===== config.mk =====
export PLATFORM = sky130hd
export DESIGN_NAME = uudecode_line_stream_top
export DESIGN_NICKNAME = d
export VERILOG_FILES = /design/src/uld_pkg.sv /design/src/uld_front.sv /design/src/uld_queue.sv /design/src/uld_back.sv /design/src/uudecode_line_stream_top.sv
export SDC_FILE = /design/constraint.sdc
export NUM_CORES = 1
export LEC_CHECK = 0
export BUFFER_PORTS_ARGS = -buffer_cell sky130_fd_sc_hd__buf_2
export CAP_MARGIN = 20
export CORE_ASPECT_RATIO = 1.4
export CORE_UTILIZATION = 45
export CTS_CLUSTER_DIAMETER = 200
export DETAILED_ROUTE_END_ITERATION = 6
export PLACE_DENSITY = 0.58
export SLEW_MARGIN = 20
export SYNTH_ARGS = -nofsm -noshare
export SYNTH_HDL_FRONTEND = slang
export SYNTH_SLANG_ARGS = --single-unit

===== constraint.sdc =====
create_clock -name clk -period 8.7 [get_ports clk]
set_input_delay 1.305 -clock clk [delete_from_list [all_inputs] [get_ports clk]]
set_output_delay 1.305 -clock clk [all_outputs]
set_load 0.005 [all_outputs]

===== src/uld_pkg.sv =====
package uld_pkg;

	// Queue depth between the character front end and the byte back end.
	localparam int unsigned GroupQueueDepth = 4;

	// Offset that maps a printable character onto its six-bit value.
	localparam logic [5:0] CharBias = 6'd32;

	// Number of data characters in one group, minus one (index of the last one).
	localparam logic [1:0] GroupLastIdx = 2'd3;

	// One decoded group as handed from the front end to the back end.
	// Byte zero is the high byte of the 24-bit group and leaves first.
	typedef struct packed {
		logic [2:0][7:0] bytes;
		logic [1:0]      cnt;    // bytes to emit, 1 to 3
		logic [2:0]      lmask;  // bit k set when byte k completes the line count
	} grp_t;

endpackage


===== src/uld_front.sv =====
module uld_front (
	input  logic          clk,
	input  logic          arst_n,
	input  logic          acc,
	input  logic [7:0]    char_in,
	input  logic          line_end,
	output logic          grp_push,
	output uld_pkg::grp_t grp
);
	import uld_pkg::*;

	logic        at_start_q;
	logic [5:0]  line_count_q;
	logic [5:0]  bytes_done_q;
	logic [17:0] group_bits_q;
	logic [1:0]  group_index_q;

	logic [5:0]  six;
	logic [23:0] full_word;
	logic [5:0]  rem;
	logic        has_rem;
	logic [1:0]  n_emit;
	logic        grp_done;

	// Map the character onto its six-bit value; only the low six bits matter.
	assign six       = char_in[5:0] - CharBias;
	assign full_word = {group_bits_q, six};
	assign rem       = line_count_q - bytes_done_q;
	assign has_rem   = (bytes_done_q < line_count_q);
	assign grp_done  = acc && !at_start_q && (group_index_q == GroupLastIdx);

	// Number of bytes still owed by this line, capped at one group.
	always_comb begin
		if (!has_rem) begin
			n_emit = 2'd0;
		end else if (rem >= 6'd3) begin
			n_emit = 2'd3;
		end else begin
			n_emit = rem[1:0];
		end
	end

	// Build the group request for the back end.
	always_comb begin
		grp.bytes[0] = full_word[23:16];
		grp.bytes[1] = full_word[15:8];
		grp.bytes[2] = full_word[7:0];
		grp.cnt      = n_emit;
		grp.lmask[0] = has_rem && (rem == 6'd1);
		grp.lmask[1] = has_rem && (rem == 6'd2);
		grp.lmask[2] = has_rem && (rem == 6'd3);
	end

	assign grp_push = grp_done && (n_emit != 2'd0);

	// Line state: count character, group collection, and clearing at line end.
	always_ff @(posedge clk or negedge arst_n) begin
		if (!arst_n) begin
			at_start_q    <= 1'b1;
			line_count_q  <= '0;
			bytes_done_q  <= '0;
			group_bits_q  <= '0;
			group_index_q <= '0;
		end else if (acc) begin
			if (line_end) begin
				at_start_q    <= 1'b1;
				line_count_q  <= '0;
				bytes_done_q  <= '0;
				group_bits_q  <= '0;
				group_index_q <= '0;
			end else if (at_start_q) begin
				at_start_q    <= 1'b0;
				line_count_q  <= six;
				bytes_done_q  <= '0;
				group_bits_q  <= '0;
				group_index_q <= '0;
			end else if (group_index_q != GroupLastIdx) begin
				group_bits_q  <= {group_bits_q[11:0], six};
				group_index_q <= group_index_q + 2'd1;
			end else begin
				bytes_done_q  <= bytes_done_q + {4'd0, n_emit};
				group_bits_q  <= '0;
				group_index_q <= '0;
			end
		end
	end

	// The emitted byte count never passes the declared count.
	a_done_le_count: assert property (@(posedge clk) disable iff (!arst_n)
		bytes_done_q <= line_count_q)
		else $error("bytes done exceeds line count");

	// While waiting for a count character the group state is clear.
	a_start_clear: assert property (@(posedge clk) disable iff (!arst_n)
		at_start_q |-> (group_index_q == 2'd0 && bytes_done_q == 6'd0))
		else $error("line start with stale group state");

	// A group request is only made on a completed group.
	a_push_on_group: assert property (@(posedge clk) disable iff (!arst_n)
		grp_push |-> (group_index_q == GroupLastIdx && !at_start_q && grp.cnt != 2'd0))
		else $error("group request outside a completed group");

endmodule


===== src/uld_queue.sv =====
module uld_queue #(
	parameter int unsigned Depth = uld_pkg::GroupQueueDepth
) (
	input  logic          clk,
	input  logic          arst_n,
	input  logic          wr,
	input  uld_pkg::grp_t wdata,
	output logic          full,
	input  logic          rd,
	output uld_pkg::grp_t rdata,
	output logic          empty
);
	import uld_pkg::*;

	localparam int unsigned AW = (Depth > 1) ? $clog2(Depth) : 1;
	localparam int unsigned CW = $clog2(Depth + 1);
	localparam logic [AW-1:0] LastPtr = AW'(Depth - 1);
	localparam logic [CW-1:0] FullCnt = CW'(Depth);

	grp_t          slot_q [Depth];
	logic [AW-1:0] wptr_q;
	logic [AW-1:0] rptr_q;
	logic [CW-1:0] cnt_q;
	logic          do_wr;
	logic          do_rd;

	assign full  = (cnt_q == FullCnt);
	assign empty = (cnt_q == '0);
	assign do_wr = wr && !full;
	assign do_rd = rd && !empty;
	assign rdata = slot_q[rptr_q];

	// Storage slots.
	always_ff @(posedge clk) begin
		if (do_wr) begin
			slot_q[wptr_q] <= wdata;
		end
	end

	// Pointers and fill count.
	always_ff @(posedge clk or negedge arst_n) begin
		if (!arst_n) begin
			wptr_q <= '0;
			rptr_q <= '0;
			cnt_q  <= '0;
		end else begin
			if (do_wr) begin
				wptr_q <= (wptr_q == LastPtr) ? '0 : wptr_q + 1'b1;
			end
			if (do_rd) begin
				rptr_q <= (rptr_q == LastPtr) ? '0 : rptr_q + 1'b1;
			end
			if (do_wr && !do_rd) begin
				cnt_q <= cnt_q + 1'b1;
			end else if (do_rd && !do_wr) begin
				cnt_q <= cnt_q - 1'b1;
			end
		end
	end

	// The fill count stays within the depth.
	a_cnt_range: assert property (@(posedge clk) disable iff (!arst_n)
		cnt_q <= FullCnt)
		else $error("queue count out of range");

	// Pointers agree with the fill count when the queue is empty.
	a_empty_ptrs: assert property (@(posedge clk) disable iff (!arst_n)
		empty |-> (wptr_q == rptr_q))
		else $error("queue pointers disagree while empty");

	// A write that was dropped would lose a group.
	a_no_overflow: assert property (@(posedge clk) disable iff (!arst_n)
		wr |-> !full)
		else $error("group written into a full queue");

endmodule


===== src/uld_back.sv =====
module uld_back (
	input  logic          clk,
	input  logic          arst_n,
	input  logic          q_empty,
	input  uld_pkg::grp_t q_data,
	output logic          q_rd,
	input  logic          pop,
	output logic          empty,
	output logic [7:0]    byte_out,
	output logic          run_last,
	output logic          line_last
);
	import uld_pkg::*;

	grp_t       pk_q;
	logic       pk_valid_q;
	logic [1:0] idx_q;
	logic       out_valid_q;
	logic [7:0] byte_q;
	logic       run_last_q;
	logic       line_last_q;

	logic       slot_free;
	logic       take;
	logic       pk_last;

	assign slot_free = !out_valid_q || pop;
	assign take      = slot_free && pk_valid_q;
	assign pk_last   = (idx_q == (pk_q.cnt - 2'd1));
	assign q_rd      = !q_empty && (!pk_valid_q || (take && pk_last));

	// Current group and the position of the next byte within it.
	always_ff @(posedge clk or negedge arst_n) begin
		if (!arst_n) begin
			pk_valid_q <= 1'b0;
			idx_q      <= '0;
		end else if (q_rd) begin
			pk_valid_q <= 1'b1;
			idx_q      <= '0;
		end else if (take) begin
			if (pk_last) begin
				pk_valid_q <= 1'b0;
				idx_q      <= '0;
			end else begin
				idx_q <= idx_q + 2'd1;
			end
		end
	end

	always_ff @(posedge clk) begin
		if (q_rd) begin
			pk_q <= q_data;
		end
	end

	// Output register: holds one result until it is popped.
	always_ff @(posedge clk or negedge arst_n) begin
		if (!arst_n) begin
			out_valid_q <= 1'b0;
		end else if (slot_free) begin
			out_valid_q <= take;
		end
	end

	always_ff @(posedge clk) begin
		if (take) begin
			byte_q      <= pk_q.bytes[idx_q];
			run_last_q  <= pk_last;
			line_last_q <= pk_q.lmask[idx_q];
		end
	end

	assign empty     = !out_valid_q;
	assign byte_out  = byte_q;
	assign run_last  = run_last_q;
	assign line_last = line_last_q;

	// A held group always has a byte left to send.
	a_idx_in_group: assert property (@(posedge clk) disable iff (!arst_n)
		pk_valid_q |-> (idx_q < pk_q.cnt && pk_q.cnt != 2'd0))
		else $error("byte index past group size");

	// A new group is only fetched once the held one is finished.
	a_fetch_when_done: assert property (@(posedge clk) disable iff (!arst_n)
		(q_rd && pk_valid_q) |-> (take && pk_last))
		else $error("group fetched over an unfinished one");

	// After a byte that is not the last of its group, the group stays held at a later byte.
	a_run_order: assert property (@(posedge clk) disable iff (!arst_n)
		(take && !pk_last) |=> (pk_valid_q && idx_q != 2'd0))
		else $error("group position lost after a byte");

endmodule


===== src/uudecode_line_stream_top.sv =====
// Streaming uudecode of body lines. One encoded character is taken per clock
// through push/full; a character flagged with line_end closes its line. The
// first character of a line sets the decoded byte count, every fourth data
// character after it completes a group of up to three bytes, and bytes beyond
// the line's count are dropped, as is a partial group at line end. Decoded
// bytes leave through empty/pop at one byte per clock while bytes are ready
// and popped, high byte of a group first; run_last marks the last byte of a
// group and line_last the byte that completes the line's count. A completed
// group waits in a queue of GroupDepth entries, is then loaded into the back
// end's group register, and leaves byte by byte through its output register.
// The input side stalls only while the group queue is full.
module uudecode_line_stream_top #(
	parameter int unsigned GroupDepth = uld_pkg::GroupQueueDepth
) (
	input  logic       clk,
	input  logic       arst_n,
	input  logic       push,
	output logic       full,
	input  logic [7:0] char_in,
	input  logic       line_end,
	output logic       empty,
	input  logic       pop,
	output logic [7:0] byte_out,
	output logic       run_last,
	output logic       line_last
);
	import uld_pkg::*;

	logic acc;
	logic grp_push;
	grp_t grp_w;
	logic q_full;
	logic q_empty;
	logic q_rd;
	grp_t q_data;

	// A character request is taken whenever the group queue has room.
	assign full = q_full;
	assign acc  = push && !q_full;

	uld_front u_front (
		.clk      (clk),
		.arst_n   (arst_n),
		.acc      (acc),
		.char_in  (char_in),
		.line_end (line_end),
		.grp_push (grp_push),
		.grp      (grp_w)
	);

	uld_queue #(
		.Depth (GroupDepth)
	) u_queue (
		.clk    (clk),
		.arst_n (arst_n),
		.wr     (grp_push),
		.wdata  (grp_w),
		.full   (q_full),
		.rd     (q_rd),
		.rdata  (q_data),
		.empty  (q_empty)
	);

	uld_back u_back (
		.clk       (clk),
		.arst_n    (arst_n),
		.q_empty   (q_empty),
		.q_data    (q_data),
		.q_rd      (q_rd),
		.pop       (pop),
		.empty     (empty),
		.byte_out  (byte_out),
		.run_last  (run_last),
		.line_last (line_last)
	);

endmodule


After elaboration in Yosys (flattened, before gate mapping)
Memory sizes are Yosys's and may differ from the RTL's. A register that Yosys moved wholly into a read port is not among the register bits.
Index checks and enable logic that the tools add are counted.
Widths: inputs -> output; s select.
Operators by class
  add/subtract/negate cells: 10
  equality and inequality tests: 10
  reductions and logical operators: 32
  muxes and demuxes: 30
  magnitude comparators: 3
Operator list (number)
  $mux 18: 3
  $mux 6: 5
  $mux 2: 10
  $bmux 8 s2: 1
  $logic_and 1x1->1: 14
  $eq 6x2->1 const B: 2
  $reduce_bool 2->1: 5
  $add 2x1->2 const B: 4
  $mux 8: 1
  $logic_not 1->1: 7
  $mux 1: 7
  $add 6x2->6: 1
  $eq 2x2->1 const B: 3
  $eq 6x1->1 const B: 1
  $ge 6x2->1 const B: 1
  $lt 6x6->1: 1
  $mux 3: 2
  $reduce_and 2->1: 3
  $sub 6x6->6: 1
  $sub 6x6->6 const B: 1
  $add 3x1->3 const B: 1
  $eq 3x3->1 const B: 1
  $logic_not 3->1: 1
  $lt 2x3->1 const B: 1
  other kinds (7): 8
Storage, ports and cells
  register bits after elaboration: 54
  logic and storage cells: 100
  memories: 1
  RAM bits: 116
  output and inout bits: 12
Memory list
  u_queue.slot_q: words 4, width 29, rd ports 1, clocked after Yosys merged registers in 1, write ports 1, line uld_queue.sv:20  | grp_t slot_q [Depth];

Longest topological paths before layout
  word-level depth: 11
  depth in mapped cells: 15
  gate-level depth less buffers: 15

Hierarchy
A second synthesis with hierarchy kept.
Second synthesis, totals
  cells, all modules: 451
  area, all modules: 8005.2 um^2
By module, submodules not included
  uld_queue: area each 4628.2 um^2, seq. area each 3658.5 um^2, cells each 188, times used 1
  uld_front: area each 1755.4 um^2, seq. area each 827.0 um^2, cells each 164, times used 1
  uld_back: area each 1607.8 um^2, seq. area each 1271.2 um^2, cells each 98, times used 1
  uudecode_line_stream_top: area each 13.8 um^2, seq. area each 0.0 um^2, cells each 1, times used 1

Worst setup path after synthesis
OpenSTA, ideal clock, no wires.
  path type: input-to-reg
  start: input pop
  end: register u_queue.cnt_q[1]
  library setup time: 125 ps
  stages on the path: 10
  setup slack: 4792 ps
  data required time: 8575 ps
  data arrival time: 3783 ps
  path buffers: 0
  path through: nand2b_1 nand2_1 inv_1 a21bo_1 o31a_1 inv_2 ha_1 inv_1 fa_1 mux2_2
Between the ends
  longest elaborated chain between the ends: 9
  elaborated cells on any way between the ends: 11
Ends and longest elaborated chain
  from (decl): line uudecode_line_stream_top.sv:22  | input logic pop,
  $logic_or 1x1->1 (*): line uld_back.sv:27  | assign slot_free = !out_valid_q || pop;
  $logic_and 1x1->1 (*): line uld_back.sv:28  | assign take = slot_free && pk_valid_q;
  named net u_back.take: line uld_back.sv:24  | logic take;
  $logic_and 1x1->1 (*): line uld_back.sv:30  | assign q_rd = !q_empty && (!pk_valid_q || (take && pk_last));
  $logic_or 1x1->1 (*): line uld_back.sv:30
  $logic_and 1x1->1 (*): line uld_back.sv:30
  named net q_rd: line uudecode_line_stream_top.sv:34  | logic q_rd;
  $logic_and 1x1->1 (*): line uld_queue.sv:30  | assign do_rd = rd && !empty;
  $logic_not 1->1: line uld_queue.sv:53  | if (do_wr && !do_rd) begin
  $logic_and 1x1->1: line uld_queue.sv:53
  $mux 3 or $reduce_bool 2->1 (tied branches)
  to (signal assigned): line uld_queue.sv:54  | cnt_q <= cnt_q + 1'b1;
  to (signal assigned): line uld_queue.sv:56  | cnt_q <= cnt_q - 1'b1;
  to (decl): line uld_queue.sv:23  | logic [CW-1:0] cnt_q;
Mark *: on every way through the listed nets, which the timed path passes. The rest lies on a longest branch.
A chain may end at the register's enable or synchronous reset.

Final worst setup path
Ends and elaborated chain as after synthesis.

==> flow_summary.ini <==
[place]
gp_congestion = 0.791
dp_hpwl_um = 8510
placed_cell_area_um2 = 8300
dp.cells = 699
port_buffers = 22

[timing]
hold-worst-slack_ns = 0.475
rsz0062_at_grt = false
maxSlewHeadroom_pct = 36.1
layout_min_cycle_time_ns = 3.42
fin_crit_sh_pct = 39.4
hold_violations = 0
worstMarginPinSlew_ns = 0.957
max_freq_mhz = 292
finalSetupViolations = 0
finClkSkew_ns = 0.00879
finalSetupTns_ns = 0
drv_slew = 0

[clocking]
cts.sinks = 199
cts_buffers = 17
path_clk_slew_ns = 0.07
ctsHoldBuffers = 0
root_buffer = clkbuf_16
cts_resized = 0
clock_latency_ns = 0.43
cts_setup_buffers = 0
cts.path.max_buffers = 2
htreeDepth = 4
cts_tree = done

[worst_hold_path]
hp-start = u_front.at_start_q
hp-class = reg2reg
holdPathStages = 2
hold_end = u_front.at_start_q

[setup_path]
reg2reg_depth = 13
critPathArrivalTime_ns = 3.74
reg2reg_to = u_front.bytes_done_q[5]
reg2reg_from = u_front.bytes_done_q[3]
worstSetupPathType = in2reg
cp_max_fo = 32
r2r_slack_ns = 5.32
critPathCaptureType = flop
worstSetupStartpointType = input pin
crit_required_ns = 9.02

[synthesis]
synthArstFlopShare_pct = 22.1
syn_inst = 451
syn_area_um2 = 7880
yosys_warnings = 0
synth-edff-count = 155
yosysSeqAreaShare_pct = 73.0
netlist.area_leader.share_pct = 59.0
yosysTopAreaCell = edfxtp_1
synth_ff_type = edfxtp_1
ys_ff_latch = 199
ys_top_cells_by_area = edfxtp_1 (59%), dfrtp_1 (14%), mux4_2 (8.3%), ha_1 (2.4%), a22o_1 (2.0%)
synth_area_per_cell_um2 = 17.5
synth_nets = 482
yosysUniqueCellTypes = 44

[floorplanning]
die_h_um = 159
std_cell_rows = 56
pin_count = 25
core_area_um2 = 17000
initial_core_util_pct = 46.5
dieArea_um2 = 18100
die_w_um = 114

[final_layout]
nets = 517
syn_to_final_growth_pct = 13.0
fin_cells = 731
diodes = 0
final_area_um2 = 8910
layout-drive-gt1-share_pct = 20.2

[detailed_routing]
post-route-drc-count = 0
routedWlPerCell_um = 19.0
first_iter_violations = 202
first_pass_iters = 4
ant_nets = 0
via_per_inst = 5.39
drt_wl_total_um = 13900
vias = 3942

[power_and_ir_drop]
swShare_pct = 28.0
switching_power_w = 0.000769
seqPwrFrac_pct = 48.2
p_clk_share_pct = 29.5
irDropWorstVdd_mv = 0.130
power_density_nw_per_um2 = 308
finalPower_w = 0.00274
leakage_nw = 3.24
pwr-share-comb_pct = 22.2
p_int_w = 0.00198

[run]
drv_cap = 0

[global_route]
grtUsageTotal_pct = 17.2
grt_pass1_wl_um = 22200
overflow = 0
grt_pass1_vias = 4110
grt_max_degree = 45
antenna_found_initial = 0

[run_status]
status = completed
[layout make-up]
| cell class | instances | area, um^2 |
|---|---|---|
| multi-input cells | 217 | 1990 |
| repair buffers | 32 | 185 |
| clock buffers | 19 | 433 |
| flip-flops and latches | 199 | 5760 |
| inverters | 19 | 71.3 |
| clock inverters | 13 | 178 |
| fillers | 1396 | 8050 |
| well taps | 232 | 290 |
[cells by family (layout without fill, tap and decap cells)]
kind of cell	after synthesis	after routing	share of synthesized area (%)
AO/OA/AOI/OAI	73	73	6.49
flip-flops	199	199	73.0
AND/OR/NAND/NOR	77	77	4.70
buffers and inverters	35	83	1.70
adder cells (fa/ha/maj)	18	18	3.14
XOR/XNOR	5	5	0.556
multiplexers	44	44	10.4
[flip-flops by register name, indices dropped and copies added, names as in the netlist]
name                   count
u_front.at_start_q         1
u_front.group_index_q      2
u_front.group_bits_q      18
u_back.out_valid_q         1
u_back.pk_q               29
u_queue.wptr_q             2
u_back.run_last            1
u_queue.slot_q           116
u_back.pk_valid_q          1
u_front.line_count_q       6
u_queue.cnt_q              3
u_front.bytes_done_q       6
u_back.byte_out            8
u_back.line_last           1
u_back.idx_q               2
u_queue.rptr_q             2
[through the flow]
step	worst slack [ns]	utilization, %
CTS	5.23	52.6
finish	5.28	52.6
global route	5.02	52.6
floorplan	4.79	-
detailed placement	4.79	49.0
global placement	4.85	49.0
[critical path, stage by stage]
cell and delay, ns:
buf_2 0.07, nand2b_1 0.12, nand2_1 0.13, inv_1 0.37, a21bo_1 0.20, o31a_1 0.13, buf_4 0.39, inv_2 0.05
ha_1 0.22, inv_1 0.07, fa_1 0.41, mux2_2 0.27
[worst max-delay path by stage]
| stage | start | depth (start not counted) | slack, ns | to |
|---|---|---|---|---|
| 5_1_grt | u_front.bytes_done_q[3] | 13 | 5.02 | u_front.bytes_done_q[5] |
| 6_report | pop | 12 | 5.28 | u_queue.cnt_q[1] |
| 3_3_place_gp | pop | 12 | 4.85 | u_queue.cnt_q[1] |
| 3_5_place_dp | pop | 12 | 4.79 | u_queue.cnt_q[1] |
| 2_1_floorplan | pop | 10 | 4.79 | u_queue.cnt_q[1] |
| 4_1_cts | pop | 12 | 5.23 | u_queue.cnt_q[1] |
[Yosys cell counts, types with 2 or more instances]
| master | instances |
|---|---|
| o22ai_1 | 2 |
| nand2_1 | 30 |
| nor2b_1 | 2 |
| edfxtp_1 | 155 |
| a21oi_1 | 14 |
| nor3_1 | 5 |
| o21ai_1 | 11 |
| mux2_2 | 2 |
| clkbuf_1 | 10 |
| buf_2 | 2 |
| o31ai_1 | 2 |
| inv_1 | 18 |
| ha_1 | 15 |
| xor2_1 | 3 |
| a21o_1 | 3 |
| nand2b_1 | 10 |
| nor2_1 | 13 |
| or3_1 | 2 |
| a32o_1 | 2 |
| fa_1 | 3 |
| dfrtp_1 | 43 |
| a22o_1 | 18 |
| nand3_1 | 4 |
| a211oi_1 | 2 |
| mux4_2 | 29 |
| mux2_1 | 2 |
| o21ai_0 | 14 |
| nand4_1 | 2 |
| and2_1 | 5 |
| buf_1 | 4 |
| mux2_4 | 2 |
| mux2i_1 | 9 |
| xnor2_1 | 2 |
[cells in the final DEF (no fill, tap or decap), drive strengths merged, types with 2 or more instances in the layout]
cell / n
nand2b: 10
and2: 5
mux2: 6
ha: 15
nor2: 13
xnor2: 2
mux4: 29
mux2i: 9
a21o: 3
a211oi: 3
nand2: 30
o21ai: 25
fa: 3
nand4: 2
a32o: 2
o31ai: 2
clkbuf: 19
xor2: 3
o22ai: 2
a21oi: 14
clkinv: 6
dfrtp: 43
nor3: 5
edfxtp: 155
buf: 32
bufinv: 4
or3: 3
nor2b: 2
a22o: 18
inv: 21
nand3: 4
[power by group through the flow]
stage | Clock [W] | Combinational, W | Sequential (W)
after floorplan | 0 | 0.000478 | 0.00129
after global placement | 0 | 0.000603 | 0.00134
after detailed placement | 0 | 0.000624 | 0.00135
after CTS | 0.000824 | 0.000626 | 0.00133
after global routing | 0.000856 | 0.000684 | 0.00134
final | 0.000811 | 0.000610 | 0.00132
[routing by layer]
metal | wire [um] | track usage [%]
met2 | 7440 | 30.4
met4 | 368 | 8.97
met3 | 319 | 3.20
met1 | 5790 | 20.0
met5 | 0 | 0
Power figures use the tool's default switching activity.
